<file path="config.mk">
export PLATFORM = sky130hd
export DESIGN_NAME = varint_fixint_serializer
export DESIGN_NICKNAME = d
export VERILOG_FILES = /design/src/rtl/vfs_pkg.sv /design/src/rtl/vfs_front.sv /design/src/rtl/vfs_fifo.sv /design/src/rtl/vfs_back.sv /design/src/rtl/varint_fixint_serializer.sv
export SDC_FILE = /design/constraint.sdc
export NUM_CORES = 1
export LEC_CHECK = 0
export ABC_AREA = 1
export BUFFER_PORTS_ARGS = -buffer_cell sky130_fd_sc_hd__buf_2
export CORE_ASPECT_RATIO = 1.75
export CORE_MARGIN = 2
export CORE_UTILIZATION = 50
export DETAILED_ROUTE_END_ITERATION = 8
export GPL_TIMING_DRIVEN = 0
export HOLD_SLACK_MARGIN = 0.05
export PLACE_DENSITY = 0.7
export SLEW_MARGIN = 30
export SYNTH_ARGS = -nofsm -noshare
export SYNTH_HDL_FRONTEND = slang
export SYNTH_SLANG_ARGS = --single-unit
</file>
<file path="constraint.sdc">
create_clock -name clk -period 6.4 [get_ports clk]
set_input_delay 0.32 -clock clk [delete_from_list [all_inputs] [get_ports clk]]
set_output_delay 0.32 -clock clk [all_outputs]
set_load 0.005 [all_outputs]
</file>
<file path="src/rtl/vfs_pkg.sv">
`timescale 1ns / 1ps
// ----------------------------------------------------------------------------
// vfs_pkg: shared types and constants of the varint / fixed-width serializer
// Holds the beat types of both channels, the job type that travels between
// the front end and the byte engine, and the format codes.
// ----------------------------------------------------------------------------
package vfs_pkg;

    // Format codes of an input item.
    localparam logic [2:0] FMT_FIX8   = 3'd0;
    localparam logic [2:0] FMT_FIX16  = 3'd1;
    localparam logic [2:0] FMT_FIX32  = 3'd2;
    localparam logic [2:0] FMT_FIX64  = 3'd3;
    localparam logic [2:0] FMT_UVAR32 = 3'd4;
    localparam logic [2:0] FMT_SVAR32 = 3'd5;
    localparam logic [2:0] FMT_UVAR64 = 3'd6;
    localparam logic [2:0] FMT_SVAR64 = 3'd7;

    // Varint group mask and continuation bit.
    localparam logic [7:0] GROUP_MASK = 8'h7f;
    localparam logic [7:0] CONT_BIT   = 8'h80;

    // Configuration register byte addresses.
    localparam logic [2:0] ADDR_BYTE_ORDER = 3'd0;

    typedef struct packed {
        logic [2:0]  format_code;
        logic [63:0] value;
    } vfs_in_t;

    typedef struct packed {
        logic [7:0] out_byte;
        logic       last;
    } vfs_out_t;

    // One classified item: the word is always drained low end first.
    typedef struct packed {
        logic [63:0] word;
        logic        is_var;
        logic [2:0]  cnt;      // fixed formats: bytes left minus one
    } vfs_job_t;

endpackage

</file>
<file path="src/rtl/vfs_front.sv">
`timescale 1ns / 1ps
// ----------------------------------------------------------------------------
// vfs_front: input stage
// Accepts an item, applies masking, zigzag and byte ordering, and holds the
// resulting job in a register until the queue takes it.
// ----------------------------------------------------------------------------
module vfs_front import vfs_pkg::*;
(
    input  logic     clk,
    input  logic     rst_n,
    input  logic     lsb_first,
    input  logic     item_valid,
    output logic     item_ready,
    input  vfs_in_t  item,
    output logic     job_valid,
    input  logic     job_ready,
    output vfs_job_t job
);

    logic     valid_reg;
    logic     valid_next;
    vfs_job_t job_reg;
    vfs_job_t job_next;
    logic     take;

    // Reverses the lowest nbytes bytes of a word; upper bytes come out zero.
    function automatic logic [63:0] swap_bytes(input logic [63:0] w, input int nbytes);
        logic [63:0] r;
        r = '0;
        for (int k = 0; k < 8; k++)
        begin
            if (k < nbytes)
            begin
                r[8*k +: 8] = w[8*(nbytes-1-k) +: 8];
            end
        end
        return r;
    endfunction

    assign item_ready = !valid_reg || job_ready;
    assign take       = item_valid && item_ready;
    assign job_valid  = valid_reg;
    assign job        = job_reg;

    always_comb
    begin
        job_next        = '0;
        job_next.is_var = item.format_code[2];
        unique case (item.format_code)
            FMT_FIX8:
            begin
                job_next.word = {56'd0, item.value[7:0]};
                job_next.cnt  = 3'd0;
            end
            FMT_FIX16:
            begin
                job_next.word = lsb_first ? {48'd0, item.value[15:0]}
                                          : swap_bytes(item.value, 2);
                job_next.cnt  = 3'd1;
            end
            FMT_FIX32:
            begin
                job_next.word = lsb_first ? {32'd0, item.value[31:0]}
                                          : swap_bytes(item.value, 4);
                job_next.cnt  = 3'd3;
            end
            FMT_FIX64:
            begin
                job_next.word = lsb_first ? item.value : swap_bytes(item.value, 8);
                job_next.cnt  = 3'd7;
            end
            FMT_UVAR32:
            begin
                job_next.word = {32'd0, item.value[31:0]};
            end
            FMT_SVAR32:
            begin
                job_next.word = {32'd0, {item.value[30:0], 1'b0} ^ {32{item.value[31]}}};
            end
            FMT_UVAR64:
            begin
                job_next.word = item.value;
            end
            FMT_SVAR64:
            begin
                job_next.word = {item.value[62:0], 1'b0} ^ {64{item.value[63]}};
            end
        endcase
    end

    always_comb
    begin
        if (take)
        begin
            valid_next = 1'b1;
        end
        else if (job_ready)
        begin
            valid_next = 1'b0;
        end
        else
        begin
            valid_next = valid_reg;
        end
    end

    always_ff @(posedge clk or negedge rst_n)
    begin
        if (!rst_n)
        begin
            valid_reg <= 1'b0;
        end
        else
        begin
            valid_reg <= valid_next;
        end
    end

    always_ff @(posedge clk)
    begin
        if (take)
        begin
            job_reg <= job_next;
        end
    end

endmodule

</file>
<file path="src/rtl/vfs_fifo.sv">
`timescale 1ns / 1ps
// ----------------------------------------------------------------------------
// vfs_fifo: job queue
// A short first-in first-out queue that decouples the front end from the
// byte engine. The head entry is shown combinationally.
// ----------------------------------------------------------------------------
module vfs_fifo import vfs_pkg::*;
#(
    parameter int DEPTH = 2
)
(
    input  logic     clk,
    input  logic     rst_n,
    input  logic     push_valid,
    output logic     push_ready,
    input  vfs_job_t push_job,
    output logic     pop_valid,
    input  logic     pop_ready,
    output vfs_job_t pop_job
);

    localparam int PTR_W = (DEPTH > 1) ? $clog2(DEPTH) : 1;
    localparam int CNT_W = $clog2(DEPTH + 1);

    vfs_job_t             entries_reg [DEPTH];
    logic     [PTR_W-1:0] wr_ptr_reg;
    logic     [PTR_W-1:0] wr_ptr_next;
    logic     [PTR_W-1:0] rd_ptr_reg;
    logic     [PTR_W-1:0] rd_ptr_next;
    logic     [CNT_W-1:0] count_reg;
    logic     [CNT_W-1:0] count_next;
    logic                 push;
    logic                 pop;

    assign push_ready = (count_reg != CNT_W'(DEPTH));
    assign pop_valid  = (count_reg != '0);
    assign pop_job    = entries_reg[rd_ptr_reg];
    assign push       = push_valid && push_ready;
    assign pop        = pop_valid && pop_ready;

    always_comb
    begin
        wr_ptr_next = wr_ptr_reg;
        rd_ptr_next = rd_ptr_reg;
        count_next  = count_reg;
        if (push)
        begin
            wr_ptr_next = (wr_ptr_reg == PTR_W'(DEPTH - 1)) ? '0 : wr_ptr_reg + 1'b1;
        end
        if (pop)
        begin
            rd_ptr_next = (rd_ptr_reg == PTR_W'(DEPTH - 1)) ? '0 : rd_ptr_reg + 1'b1;
        end
        if (push && !pop)
        begin
            count_next = count_reg + 1'b1;
        end
        else if (pop && !push)
        begin
            count_next = count_reg - 1'b1;
        end
    end

    always_ff @(posedge clk or negedge rst_n)
    begin
        if (!rst_n)
        begin
            wr_ptr_reg <= '0;
            rd_ptr_reg <= '0;
            count_reg  <= '0;
        end
        else
        begin
            wr_ptr_reg <= wr_ptr_next;
            rd_ptr_reg <= rd_ptr_next;
            count_reg  <= count_next;
        end
    end

    always_ff @(posedge clk)
    begin
        if (push)
        begin
            entries_reg[wr_ptr_reg] <= push_job;
        end
    end

endmodule

</file>
<file path="src/rtl/vfs_back.sv">
`timescale 1ns / 1ps
// ----------------------------------------------------------------------------
// vfs_back: byte engine
// Drains one job a byte per cycle, unless res_ready stalls it, into an
// output register, as fixed bytes or as varint groups with continuation bits.
// ----------------------------------------------------------------------------
module vfs_back import vfs_pkg::*;
(
    input  logic     clk,
    input  logic     rst_n,
    input  logic     job_valid,
    output logic     job_ready,
    input  vfs_job_t job,
    output logic     res_valid,
    input  logic     res_ready,
    output vfs_out_t res
);

    logic     cur_valid_reg;
    logic     cur_valid_next;
    vfs_job_t cur_reg;
    logic     res_valid_reg;
    logic     res_valid_next;
    vfs_out_t res_reg;
    vfs_out_t beat;
    logic     emit;

    assign emit      = cur_valid_reg && (!res_valid_reg || res_ready);
    assign job_ready = !cur_valid_reg || (emit && beat.last);
    assign res_valid = res_valid_reg;
    assign res       = res_reg;

    always_comb
    begin
        if (cur_reg.is_var)
        begin
            beat.last     = (cur_reg.word[63:7] == '0);
            beat.out_byte = (cur_reg.word[7:0] & GROUP_MASK) | (beat.last ? 8'h00 : CONT_BIT);
        end
        else
        begin
            beat.last     = (cur_reg.cnt == 3'd0);
            beat.out_byte = cur_reg.word[7:0];
        end
    end

    always_comb
    begin
        if (job_valid && job_ready)
        begin
            cur_valid_next = 1'b1;
        end
        else if (emit && beat.last)
        begin
            cur_valid_next = 1'b0;
        end
        else
        begin
            cur_valid_next = cur_valid_reg;
        end

        if (emit)
        begin
            res_valid_next = 1'b1;
        end
        else if (res_ready)
        begin
            res_valid_next = 1'b0;
        end
        else
        begin
            res_valid_next = res_valid_reg;
        end
    end

    always_ff @(posedge clk or negedge rst_n)
    begin
        if (!rst_n)
        begin
            cur_valid_reg <= 1'b0;
            res_valid_reg <= 1'b0;
        end
        else
        begin
            cur_valid_reg <= cur_valid_next;
            res_valid_reg <= res_valid_next;
        end
    end

    always_ff @(posedge clk)
    begin
        if (job_valid && job_ready)
        begin
            cur_reg <= job;
        end
        else if (emit)
        begin
            cur_reg.word <= cur_reg.is_var ? {7'd0, cur_reg.word[63:7]}
                                           : {8'd0, cur_reg.word[63:8]};
            cur_reg.cnt  <= cur_reg.cnt - 3'd1;
        end
        if (emit)
        begin
            res_reg <= beat;
        end
    end

endmodule

</file>
<file path="src/rtl/varint_fixint_serializer.sv">
`timescale 1ns / 1ps
// ----------------------------------------------------------------------------
// varint_fixint_serializer: fixed-width and varint byte serializer
// Turns one value and a format code into its serialized byte stream.
// ----------------------------------------------------------------------------
// Usage:
// An input beat on item carries a format code and a 64-bit value. The block
// answers with 1 to 10 output beats on res, one byte each, in stream order;
// the final byte of an item has last set. Fixed formats give 1, 2, 4 or 8
// bytes, big endian unless the byte-order register at APB address 0 is set.
// Varints give 7-bit groups low group first with 0x80 marking that another
// byte follows; the signed varints are zigzag mapped first.
// From the edge that accepts an item, the item passes the input register,
// the job queue, the byte engine's load and its output register in that
// order before its first byte shows on res.
// Throughput is one byte per cycle while res_ready is high, set by the
// byte engine, also across item boundaries. New items keep being accepted
// while the engine drains earlier ones, until queue and input register fill.
// Reset clears all valid flags and sets the byte order to big endian. When
// the receiver holds res_ready low, the output register keeps its byte, the
// engine waits, and the queue and input register fill before item_ready drops.
// ----------------------------------------------------------------------------
module varint_fixint_serializer import vfs_pkg::*;
#(
    parameter int QUEUE_DEPTH = 2
)
(
    input  logic        clk,
    input  logic        rst_n,
    input  logic        psel,
    input  logic        penable,
    input  logic        pwrite,
    input  logic [2:0]  paddr,
    input  logic [31:0] pwdata,
    output logic [31:0] prdata,
    output logic        pready,
    input  logic        item_valid,
    output logic        item_ready,
    input  vfs_in_t     item,
    output logic        res_valid,
    input  logic        res_ready,
    output vfs_out_t    res
);

    logic     lsb_first_reg;
    logic     lsb_first_next;
    logic     cfg_write;
    logic     fj_valid;
    logic     fj_ready;
    vfs_job_t fj;
    logic     bj_valid;
    logic     bj_ready;
    vfs_job_t bj;

    // Configuration: one register, written in the APB access phase.
    assign pready    = 1'b1;
    assign cfg_write = psel && penable && pwrite && pready;
    assign prdata    = (paddr == ADDR_BYTE_ORDER) ? {31'd0, lsb_first_reg} : 32'd0;

    always_comb
    begin
        lsb_first_next = lsb_first_reg;
        if (cfg_write && (paddr == ADDR_BYTE_ORDER))
        begin
            lsb_first_next = pwdata[0];
        end
    end

    always_ff @(posedge clk or negedge rst_n)
    begin
        if (!rst_n)
        begin
            lsb_first_reg <= 1'b0;
        end
        else
        begin
            lsb_first_reg <= lsb_first_next;
        end
    end

    // Front end: classifies the item and prepares the word to drain.
    vfs_front u_front
    (
        .clk        (clk),
        .rst_n      (rst_n),
        .lsb_first  (lsb_first_reg),
        .item_valid (item_valid),
        .item_ready (item_ready),
        .item       (item),
        .job_valid  (fj_valid),
        .job_ready  (fj_ready),
        .job        (fj)
    );

    // Job queue between the two halves.
    vfs_fifo #(
        .DEPTH (QUEUE_DEPTH)
    ) u_fifo
    (
        .clk        (clk),
        .rst_n      (rst_n),
        .push_valid (fj_valid),
        .push_ready (fj_ready),
        .push_job   (fj),
        .pop_valid  (bj_valid),
        .pop_ready  (bj_ready),
        .pop_job    (bj)
    );

    // Back end: emits one byte per cycle into the output register while not stalled.
    vfs_back u_back
    (
        .clk       (clk),
        .rst_n     (rst_n),
        .job_valid (bj_valid),
        .job_ready (bj_ready),
        .job       (bj),
        .res_valid (res_valid),
        .res_ready (res_ready),
        .res       (res)
    );

endmodule

</file>
==> qor.csv, run 1 <==
metric,value,unit
drc,0,
irDropWorstVdd,0.346,mV
critPathKind,reg2reg,
drive_gt1_frac,0.122,
synth_top_area_share,0.578,
top_layer_used,met4,
relSlewSlack,0.398,
first_iter_violations,991,
finalWorstSetupSlack,3.41,ns
die_area,0.0306,sq mm
drt_pass1_iterations,6,
synthArstFlopShare,0.0277,
fin_worst_skew,0.0115,ns
fin_crit,2.99,ns
worstPathArrival,3.19,ns
synth_top_area_cell,edfxtp_1,
r2r_slack,3.41,ns
synth.distinct_cells,43,
netlist_instances,1588,
area_delta_synth_final,13.9,%
rows,82,
cp.required,6.60,ns
crit_slowest_cell,edfxtp_1,
cts_root_buf,clkbuf_16,
synth-main-ff-cell,edfxtp_1,
ys_warn_count,0,
fill_cells,2514,
slew_violations,0,
grt_overflow,0,
wl_met1,16500,um
antenna_found_initial,0,
grt_pass1_wl,69800,um
place.gp.congestion,1.08,
post-route-util,0.579,
fin_crit_sh,0.467,
ys_seq_area_frac,0.592,
crit_path_max_incr_delay,0.43,ns
maxCapViolCount,0,
h-tree-depth,1,
chipHeight,230,um
io_pins,153,
cts_resized,0,
largest_register_ffs,136,
wl_met2,23700,um
synth_area,0.0146,sq mm
path_cells,nor2_1 > nand2_1 > nor2_1 > nand2_1 > nor2_1 > nand2_1 > nand2_1 > nand3_1 > nand2_2 > nand2_2 > buf_2 > nand2_4 > buf_12,
setup_viol,0,
seqCellArea,0.00864,sq mm
power_density,450,mW/mm^2
numCtsBuffers,23,
final_area,0.0166,sq mm
wire_per_inst,22.3,um
io_buffers,84,
clock_path_buffers,3,
grt_usage,0.309,
cts_tree,built,
path_clk_slew,0.07,ns
crit_path_start_kind,register,
coreArea,0.0287,sq mm
synth.avg_cell_area,9.19,sq um
place_hpwl,37000,um
antenna_cells,0,
synthTopCellsByArea,"edfxtp_1 58%, nand2_1 14%, nand3_1 3.7%",
cts_sinks,289,
nets,1849,
timing.setup.tns,0,ns
dieWidth,133,um
max_freq,0.335,GHz
rsz0062_at_grt,false,
post_cts_buffers,0,
ant_nets,0,
r2r_cells,13,
synth-seq-cells,289,
routed_wl,47600,um
route.met3.wl,2450,um
worstSkewPairLatency,0.51,ns
first_global_vias,12000,
cts_hold_buffers,2,
hold_path_class,in2reg,
grt_max_degree,61,
via_count,12100,
cp_max_fo,37,
p_leak,7.02,nW
post-place-ws,3.43,ns
place_area,0.0158,sq mm
endpoint_kind,register,
crit_top_cell,nand2_1,
hold_depth,4,
status,completed,
start_util,0.508,
viasPerCell,5.68,
worst_pin_slew,0.897,ns
synth_edf_count,281,
multiInputGateArea,0.00502,sq mm
finalHoldViolCount,0,
-- placed cells by master, fill, tap and decap left out, types with 9 or more instances in the layout --
| cell | synthesis | final |
|---|---|---|
| nand2_1 | 552 | 551 |
| edfxtp_1 | 281 | 281 |
| buf_2 | 33 | 117 |
| nand3_1 | 108 | 108 |
| inv_1 | 105 | 104 |
| o21ai_0 | 91 | 91 |
| nor2_1 | 91 | 89 |
| clkbuf_1 | 55 | 58 |
| a21oi_1 | 54 | 54 |
| o22ai_1 | 39 | 39 |
| buf_4 | 33 | 33 |
| conb_1 | 2 | 32 |
| a22oi_1 | 27 | 27 |
| clkbuf_16 | 0 | 23 |
| o2111ai_1 | 13 | 13 |
| a221oi_1 | 12 | 12 |
| nor3_1 | 9 | 9 |
-- power breakdown --
part | switching (mW) | internal [mW]
logic | 1.90 | 0.820
clock network | 0.611 | 0.822
registers | 0.265 | 3.06
total | 2.77 | 4.70
-- routing by layer --
layer | global-route usage | up-vias
met5 | 0 | -
met4 | 0.263 | 0
met3 | 0.0249 | 170
met2 | 0.544 | 591
met1 | 0.334 | 5660
li1 | - | 5680
-- kinds of logic (layout without fill, tap and decap cells) --
family / Yosys count / after routing / share of synthesized area
flops: 289 / 289 / 0.592
mux: 7 / 7 / 0.00480
other cells: 2 / 32 / 0.000515
compound gates: 263 / 263 / 0.108
xor+xnor: 6 / 6 / 0.00360
fa+ha+maj: 3 / 3 / 0.00257
buf+inv: 240 / 375 / 0.0731
simple gates: 778 / 778 / 0.215
-- area by class of cell --
type | count | share of cell area
plain buffers | 127 | 0.0387
clock buffers | 26 | 0.0353
clock inverters | 15 | 0.0105
inverters | 113 | 0.0257
multi-input cells | 1089 | 0.302
flip-flops and latches | 289 | 0.520
well taps | 378 | 0.0285
repair buffers | 94 | 0.0393
-- path summary, 6_finish.rpt --
check / to / startpoint
max in group asynchronous: lsb_first_reg / rst_n
setup reg to reg: u_back.cur_reg[8] / u_back.cur_reg[57]
hold / removal: u_back.res_valid / res_ready
hold reg to reg: u_back.res[5] / u_back.cur_reg[8]
min in group asynchronous: u_fifo.rd_ptr_reg / rst_n
setup / recovery: u_back.cur_reg[8] / u_back.cur_reg[57]
-- cells in the mapped netlist (all sizes together) (10+ instances only) --
cell     count
o21ai       97
inv        113
nand3      110
o2111ai     13
nand2      554
nor2        94
nor3        10
edfxtp     281
clkbuf      56
a221oi      12
a21oi       55
o22ai       39
a22oi       27
buf         71
-- critical path: cells and delay by family, from the launching register on --
kind | cells | cell delay [ns]
buf+inv | 2 | 0.55
simple gates | 11 | 1.67
flops | 1 | 0.43
-- through the flow --
| stage | hold slack, ns | cells | total power, mW |
|---|---|---|---|
| after global placement | 0.204 | 2080 | 5.89 |
| final | 0.0979 | 2131 | 7.48 |
| after floorplan | 0.0244 | 1618 | 5.07 |
| after global routing | 0.104 | 2131 | 7.92 |
| after detailed placement | 0.212 | 2088 | 6.05 |
| after CTS | 0.0878 | 2131 | 7.48 |
No activity file was read; power rests on OpenSTA's default activity.
==> inputs of run 2 (changes only) <==
--- a/config.mk
+++ b/config.mk
@@ -13,7 +13,7 @@
 export DETAILED_ROUTE_END_ITERATION = 8
 export GPL_TIMING_DRIVEN = 0
 export HOLD_SLACK_MARGIN = 0.05
-export PLACE_DENSITY = 0.7
+export PLACE_DENSITY = 0.73
 export SLEW_MARGIN = 30
 export SYNTH_ARGS = -nofsm -noshare
 export SYNTH_HDL_FRONTEND = slang
==> constraint.sdc (replaced) <==
create_clock -name clk -period 2.6 [get_ports clk]
set_input_delay 0.13 -clock clk [delete_from_list [all_inputs] [get_ports clk]]
set_output_delay 0.13 -clock clk [all_outputs]
set_load 0.005 [all_outputs]
==> run 2 against run 1 <==
The run now ends with setup timing left; setup slack got worse by 3.4 ns; register-to-register slack got worse by 3.4 ns; wire length increased by 4.6%; critical path depth decreased by 7; largest power group unchanged.
==> qor.csv, run 2 (synthesis gave the netlist of run 1 again) <==
metric,value,unit
status,finished with violations,
violations,setup timing,
first_iter_violations,1166,
grt_pass1_wl,72500,um
numCtsBuffers,21,
post-place-ws,-0.367,ns
p_sw_frac,0.380,
antenna_cells,0,
chipHeight,230,um
endpoint_kind,register,
worst_pin_slew,0.896,ns
maxCapViolCount,0,
grt_usage,0.323,
worstSkewPairLatency,0.51,ns
path_clk_slew,0.07,ns
critPathKind,reg2reg,
worstPathArrival,2.82,ns
antenna_found_initial,0,
ant_nets,0,
nets,1899,
die_area,0.0306,sq mm
cts_root_buf,clkbuf_16,
max_freq,0.380,GHz
layout.cells.non_filler,2179,
r2r-end,u_front.job[8],
clockPowerShare,0.176,
coreArea,0.0287,sq mm
grt_max_degree,61,
start_util,0.508,
routed_wl,49800,um
hold_path_class,in2reg,
first_global_vias,12200,
internal-power,11.6,mW
cp-startpoint,lsb_first_reg,
switchingPower,7.09,mW
cp-endpoint,u_front.job[8],
via_count,12400,
h-tree-depth,1,
p_leak,7.23,nW
fin_crit,2.63,ns
crit_path_start_kind,register,
rsz0062_at_grt,true,
place.gp.congestion,1.05,
layout_commonest_cell,nand2_1,
total_power,18.7,mW
place_area,0.0158,sq mm
fin_crit_sh,1.01,
fin_worst_skew,0.0108,ns
power.share.sequential,0.439,
slew_violations,0,
drc,0,
irDropWorstVdd,0.746,mV
cp.required,2.79,ns
dieWidth,133,um
dp_cells,2088,
reg2reg_from,lsb_first_reg,
final_area,0.0171,sq mm
cp_max_fo,10,
area_delta_synth_final,17.2,%
r2r_cells,6,
setup_viol,2,
io_pins,153,
relSlewSlack,0.403,
io_buffers,84,
cts_tree,built,
power_density,1090,mW/mm^2
clock_path_buffers,3,
cts_sinks,289,
finalHoldViolCount,0,
rows,82,
drive_gt1_frac,0.124,
r2r_slack,-0.03,ns
grt_overflow,0,
mostFrequentLayoutCells,"551 x nand2_1, 281 x edfxtp_1, 116 x buf_2, 108 x nand3_1, 103 x inv_1",
viasPerCell,5.67,
largest_register_ffs,136,
place_hpwl,38400,um
wire_per_inst,22.9,um
combPwrFrac,0.386,
drt_pass1_iterations,8,
finalWorstSetupSlack,-0.0288,ns
-- run 2: cell count changes in the layout (fill, tap and decap cells not counted), sizes merged --
cell and delta:
clkinv -2, clkbuf +1, buf +7, bufinv -1
inv +1, clkinvlp -2, dlygate4sd3 +44
-- run 2: cell type report --
| cell class | instances | area (sq um) |
|---|---|---|
| fillers | 2427 | 11600 |
| flip-flops and latches | 289 | 8640 |
| multi-input cells | 1089 | 5060 |
| repair buffers | 146 | 1170 |
| plain buffers | 127 | 659 |
| clock buffers | 26 | 544 |
| well taps | 378 | 473 |
| inverters | 113 | 427 |
| clock inverters | 11 | 143 |
-- run 2: worst max-delay path, stage by stage (launching register included) --
cell       delay, ns
dfrtp_1         0.41
buf_2           0.24
buf_1           0.35
nor2_1          0.36
o22ai_1         0.15
o22ai_1         0.51
o2111ai_1       0.27
-- run 2: layer usage --
layer / vias to the layer above / GRT usage / routed length [um]
li1: 5758 / - / -
met1: 5742 / 0.332 / 16400
met2: 658 / 0.599 / 26000
met3: 201 / 0.0302 / 2690
met4: 0 / 0.245 / 4790
met5: - / 0 / 0
-- run 2: through the flow --
| step | hold slack, ns | TNS, ns | util |
|---|---|---|---|
| 6_report | 0.0942 | -0.0378 | 0.596 |
| 3_5_place_dp | 0.0220 | -17.22 | 0.551 |
| 4_1_cts | 0.0720 | 0 | 0.592 |
| 5_1_grt | 0.108 | -0.0682 | 0.596 |
| 3_3_place_gp | 0.0154 | -215.60 | 0.543 |
| 2_1_floorplan | -0.166 | -31.05 | - |
-- run 2: power groups by stage --
stage	Clock (mW)	Combinational, mW	Sequential (mW)
floorplan	0	4.30	8.14
global placement	0	6.19	8.32
detailed placement	0	6.66	8.27
CTS	3.34	6.86	8.18
global route	3.48	7.92	8.33
finish	3.29	7.20	8.19
-- run 2: worst min-delay path by stage --
| stage | from | cells after the start | to | slack (ns) |
|---|---|---|---|---|
| 2_1_floorplan | rst_n | 0 | lsb_first_reg | -0.17 |
| 3_3_place_gp | rst_n | 1 | u_fifo.count_reg[0] | 0.02 |
| 3_5_place_dp | rst_n | 1 | u_fifo.count_reg[0] | 0.02 |
| 4_1_cts | item[12] | 3 | u_front.job[17] | 0.07 |
| 5_1_grt | item[12] | 3 | u_front.job[17] | 0.11 |
| 6_report | item[7] | 3 | u_front.job[12] | 0.09 |
-- run 2: what timing repair did --
item,CTS,global route
gates resized for setup,6,11
hold endpoints to repair,44,0
buffers inserted,1,6
pin swaps,1,1
endpoints found under the setup margin,69,44
cloned,0,1
hold buffers,46,0
